## config.mk

```make
export PLATFORM = sky130hd
export DESIGN_NAME = scp_cell
export DESIGN_NICKNAME = d
export VERILOG_FILES = /design/src/rtl/core/scp_pkg.sv /design/src/rtl/core/scp_cell.sv
export SDC_FILE = /design/constraint.sdc
export NUM_CORES = 1
export LEC_CHECK = 0
export CAP_MARGIN = 10
export CORE_MARGIN = 2
export CORE_UTILIZATION = 45
export DETAILED_ROUTE_END_ITERATION = 12
export DONT_BUFFER_PORTS = 1
export PLACE_DENSITY_LB_ADDON = 0.05
export SLEW_MARGIN = 40
export SYNTH_ARGS = -nofsm -noshare
export SYNTH_HDL_FRONTEND = slang
export SYNTH_SLANG_ARGS = --single-unit
```

## constraint.sdc

```tcl
create_clock -name clk -period 2.85 [get_ports clk]
set_input_delay 0.7125 -clock clk [delete_from_list [all_inputs] [get_ports clk]]
set_output_delay 0.7125 -clock clk [all_outputs]
set_load 0.005 [all_outputs]
```

## src/rtl/core/scp_pkg.sv

```systemverilog
`timescale 1ns / 1ps

package scp_pkg;

  // internal fixed point: 28 fractional bits
  localparam int WFRAC = 28;

  localparam int ANGLE_FRAC_BITS_DEF  = 16;
  localparam int RESULT_FRAC_BITS_DEF = 16;

  localparam logic [30:0] K_PI      = 31'd843314857;
  localparam logic [30:0] K_TWO_PI  = 31'd1686629713;
  localparam logic [30:0] K_HALF_PI = 31'd421657428;
  // 2pi - pi - 1, offset used when folding the remainder back around zero
  localparam logic [30:0] K_FOLD    = 31'd843314855;

  localparam logic [25:0] K_R6    = 26'd44739243;
  localparam logic [21:0] K_R120  = 22'd2236962;
  localparam logic [15:0] K_R5040 = 16'd53261;

  // number of register stages in the polynomial pipeline
  localparam int POLY_STAGES = 8;

  // how the reduction remainder maps back to the angle
  localparam logic [1:0] MODE_KEEP = 2'd0;
  localparam logic [1:0] MODE_POS  = 2'd1;
  localparam logic [1:0] MODE_NEG  = 2'd2;

  typedef struct packed {
    logic               vld;
    logic [1:0]         mode;
    logic signed [30:0] xs;
  } scp_tag_t;

endpackage

```

## src/rtl/core/scp_cell.sv

```systemverilog
`timescale 1ns / 1ps

// One restoring step of the 2pi reduction: strips 2pi * 2^K if it fits.
module scp_cell #(
  parameter int UW = 44,
  parameter int K  = 0
) (
  input  logic              clk,
  input  logic              rst_n,
  input  scp_pkg::scp_tag_t tag_i,
  input  logic [UW-1:0]     rem_i,
  output scp_pkg::scp_tag_t tag_o,
  output logic [UW-1:0]     rem_o
);

  localparam logic [UW-1:0] DIV = UW'(scp_pkg::K_TWO_PI) << K;

  logic               vld_r;
  logic [1:0]         mode_r;
  logic signed [30:0] xs_r;
  logic [UW-1:0]      rem_r;
  logic [UW-1:0]      rem_nxt;

  always_comb begin
    if (rem_i >= DIV) begin
      rem_nxt = rem_i - DIV;
    end else begin
      rem_nxt = rem_i;
    end
  end

  always_ff @(posedge clk) begin
    if (!rst_n) begin
      vld_r <= 1'b0;
    end else begin
      vld_r <= tag_i.vld;
    end
  end

  always_ff @(posedge clk) begin
    mode_r <= tag_i.mode;
    xs_r   <= tag_i.xs;
    rem_r  <= rem_nxt;
  end

  assign tag_o = '{vld: vld_r, mode: mode_r, xs: xs_r};
  assign rem_o = rem_r;

endmodule

```

==> flow_metrics.tcl <==
set metrics [dict create \
    ys_types 50 \
    critical_path_peak_fanout 15 \
    slew-limit-headroom_pct 65.9 \
    synth_compound_area_share_pct 10.9 \
    ant_nets 0 \
    setup_total_negative_slack_ps 0 \
    placeableCoreArea_um2 6280 \
    hold_buffers 0 \
    clockRootBuffer "sky130_fd_sc_hd__clkbuf_8" \
    overflow 0 \
    post_cts_buffers 0 \
    wire_per_inst_um 18.0 \
    timing_max_transition_violations_final 0 \
    dr_total_vias 2089 \
    critical-path-slowest-cell "sky130_fd_sc_hd__or4_4" \
    timing.final.crit_share_pct 87.4 \
    starting_density_pct 46.2 \
    yosys-mux-area-fraction_pct 0 \
    holdCritStartpoint "tag_i[17]" \
    critical_path_required_time_ps 3070 \
    synth_simple_gate_area_share_pct 19.5 \
    max_freq_mhz 401 \
    criticalPathCategory "in2reg" \
    synth_edf_count 0 \
    detail_route.iter0.violations 55 \
    synth_fp_nets 367 \
    cts_tree "done" \
    cts_inserted_buffers 9 \
    synth_top_family_by_area "simple AND/OR/NAND/NOR gates" \
    ys_seq_area_share_pct 53.9 \
    final-hold-violation-count 0 \
    antenna_found_initial 0 \
    syn-cell-area_um2 2900 \
    grt_use_total_pct 19.9 \
    worst_ep_arrival_time_ps 2710 \
    postSynthRegisterBits 78 \
    power-per-cell-area_nw_per_um2 669 \
    die_area_um2 7100 \
    finalSetupViolCount 0 \
    clock-sinks 78 \
    critical_path.startpoint_type "primary input" \
    syn_avg_cell_area_um2 10.2 \
    htree_levels 3 \
    post-route-drc-count 0 \
    number_of_instances_in_the_synthesized_netlist 285 \
    route.detailed.vias_per_inst 5.45 \
    worstPathBufferInverterCount 1 \
    area_delta_synth_final_pct 12.2 \
    grt_pass1_wl_um 10800 \
    cts.path.max_buffers 2 \
    critical_path.max_stage_delay_ps 520 \
    row_count 29 \
    dr_wl_met2_um 3180 \
    routedLengthMet1_um 3020 \
    detailedPlacementHpwl_um 5390 \
    n_antenna_cell 0 \
    i_o_buffers 0 \
    setup_repair_after_global_routing_missed_its_margin "false" \
    worst_slack_on_hold_paths_ps 383 \
    pin_count_of_the_biggest_net_entering_global_routing 16 \
    max_slew.worst_pin.slew_ps 499 \
    clk_pin_slew_worst_paths_ps 80 \
    final.min_clock_period_ps 2490 \
    synth.yosys.warnings 0 \
    cp_top_family "simple AND/OR/NAND/NOR gates" \
    outcome "completed" \
    maxCapViolations 0 \
    firstDrtPassIters 4 \
    fillerInstances 595 \
    grt_pass1_vias 2071 \
    synth-adder-area-share_pct 0.864 \
    globalplace.congestion 0.835 \
    die_w_um 84.2 \
    ys.flop_type "sky130_fd_sc_hd__dfxtp_1" \
    cts_resized 0 \
    route.final.wire_length_um 6890 \
    worst_hold_path_type "in2reg" \
    ioPinCount 158 \
    top_signal_layer_used "met4" \
    met3_wirelength_um 544 \
    drive_above_1_share_pct 11.8 \
    cell_by_cell_listing_of_the_critical_path "or4_4 -> or3_4 -> nor4_4 -> o211ai_4 -> a31oi_4 -> buf_12 -> nor4bb_1 -> xor2_1" \
    fp.dieH_um 84.2 \
    total_leakage_power_nw 1.26 \
    postSynth.asyncResetShare_pct 0 \
    synth-xor-area-share_pct 12.7 \
    hold_depth 0 \
    crit_path_end_kind "flip-flop" \
    nets 383 \
    worstHoldEndpoint "xs_r[17]" \
    ir_drop_uv 490 \
]
[final cells by class]
class	instances	area [um2]	share of cell area, %
Timing Repair Buffer	13	110	3.39
Inverter	3	11.3	0.346
Sequential cell	78	1560	48.0
Clock buffer	10	128	3.92
Tap cell	77	96.3	2.96
Clock inverter	6	70.1	2.15
Multi-Input combinational cell	196	1270	39.2
[sequential cells by signal, summed over array words and instances, names as in the netlist]
register,cells
vld_r,1
mode_r,2
xs_r,31
rem_o,44
[worst max-delay path by stage]
stage | endpoint | cells past startpoint | from | slack (ps)
3_3_place_gp | rem_o[32] | 7 | rem_i[34] | 40
6_report | rem_o[18] | 8 | rem_i[34] | 360
5_1_grt | rem_o[21] | 8 | rem_i[34] | 300
2_1_floorplan | rem_o[32] | 8 | rem_i[34] | 60
3_5_place_dp | rem_o[18] | 8 | rem_i[34] | 3
4_1_cts | rem_o[18] | 8 | rem_i[34] | 370
[logic make-up (layout without fill, tap and decap cells)]
kind of cell	count (synthesis)	after routing
adders and majority gates	2	2
DFF	78	78
xor gates and xnor gates	42	42
and+or+nand+nor	106	106
AOI/OAI and AO/OA	46	46
buffers and inverters	11	32
[stage by stage]
| step | total power, mW | cell area [um2] | utilization [%] | worst slack, ps | cells |
|---|---|---|---|---|---|
| after floorplan | 1.34 | 2900 | - | 55.6 | 285 |
| after global placement | 1.37 | 3050 | 48.7 | 38.2 | 367 |
| after detailed placement | 1.37 | 3050 | 48.7 | 2.65 | 367 |
| after CTS | 2.20 | 3250 | 51.8 | 368 | 383 |
| after global routing | 2.27 | 3250 | 51.8 | 295 | 383 |
| final | 2.18 | 3250 | 51.8 | 359 | 383 |
[report_power, final]
part | leakage, nW | switching [mW] | internal (mW) | total (mW)
logic | 0.511 | 0.0596 | 0.0632 | 0.123
registers | 0.658 | 0.0446 | 1.18 | 1.22
clock network | 0.0895 | 0.422 | 0.411 | 0.833
[layout by cell type (no fill, tap or decap), types with 4 or more instances in the layout]
cell type                  count
sky130_fd_sc_hd__nand3_1      12
sky130_fd_sc_hd__xnor2_1      19
sky130_fd_sc_hd__nand2b_1      4
sky130_fd_sc_hd__a21oi_1      13
sky130_fd_sc_hd__buf_4        12
sky130_fd_sc_hd__or3_1         4
sky130_fd_sc_hd__dfxtp_1      78
sky130_fd_sc_hd__nand2_1      25
sky130_fd_sc_hd__xor2_1       23
sky130_fd_sc_hd__clkbuf_8      9
sky130_fd_sc_hd__o21ai_0      11
sky130_fd_sc_hd__nor2_1       27
sky130_fd_sc_hd__nor3_1        7
sky130_fd_sc_hd__a21boi_0      4
[per-layer routing]
metal	GRT usage, %	up-vias
met5	0	-
met2	29.7	109
li1	-	1016
met1	25.2	952
met4	8.65	0
met3	8.46	12
[cells in the mapped netlist, types with 2 or more instances]
master                       n  area share, %
sky130_fd_sc_hd__or2_2       2           0.43
sky130_fd_sc_hd__xnor2_1    19            5.7
sky130_fd_sc_hd__clkbuf_1    3           0.39
sky130_fd_sc_hd__nand2_1    25            3.2
sky130_fd_sc_hd__dfxtp_1    78             54
sky130_fd_sc_hd__nor4b_1     3           0.91
sky130_fd_sc_hd__nand3_1    12            2.1
sky130_fd_sc_hd__buf_4       3           0.78
sky130_fd_sc_hd__and2_1      2           0.43
sky130_fd_sc_hd__a2111oi_0   2           0.60
sky130_fd_sc_hd__a31oi_1     3           0.65
sky130_fd_sc_hd__xor2_1     23            7.0
sky130_fd_sc_hd__or3_1       4           0.86
sky130_fd_sc_hd__o21ai_0    11            1.9
sky130_fd_sc_hd__and3_1      2           0.43
sky130_fd_sc_hd__a21boi_0    4            1.0
sky130_fd_sc_hd__nand2b_1    4           0.86
sky130_fd_sc_hd__nand4bb_1   2           0.78
sky130_fd_sc_hd__a21oi_1    13            2.2
sky130_fd_sc_hd__ha_1        2           0.86
sky130_fd_sc_hd__a211oi_1    2           0.52
sky130_fd_sc_hd__nor3_1      7            1.2
sky130_fd_sc_hd__nor4_1      2           0.43
sky130_fd_sc_hd__inv_1       3           0.39
sky130_fd_sc_hd__nor2_1     27            3.5
sky130_fd_sc_hd__nand4_1     3           0.65
Power figures use the tool's default switching activity.
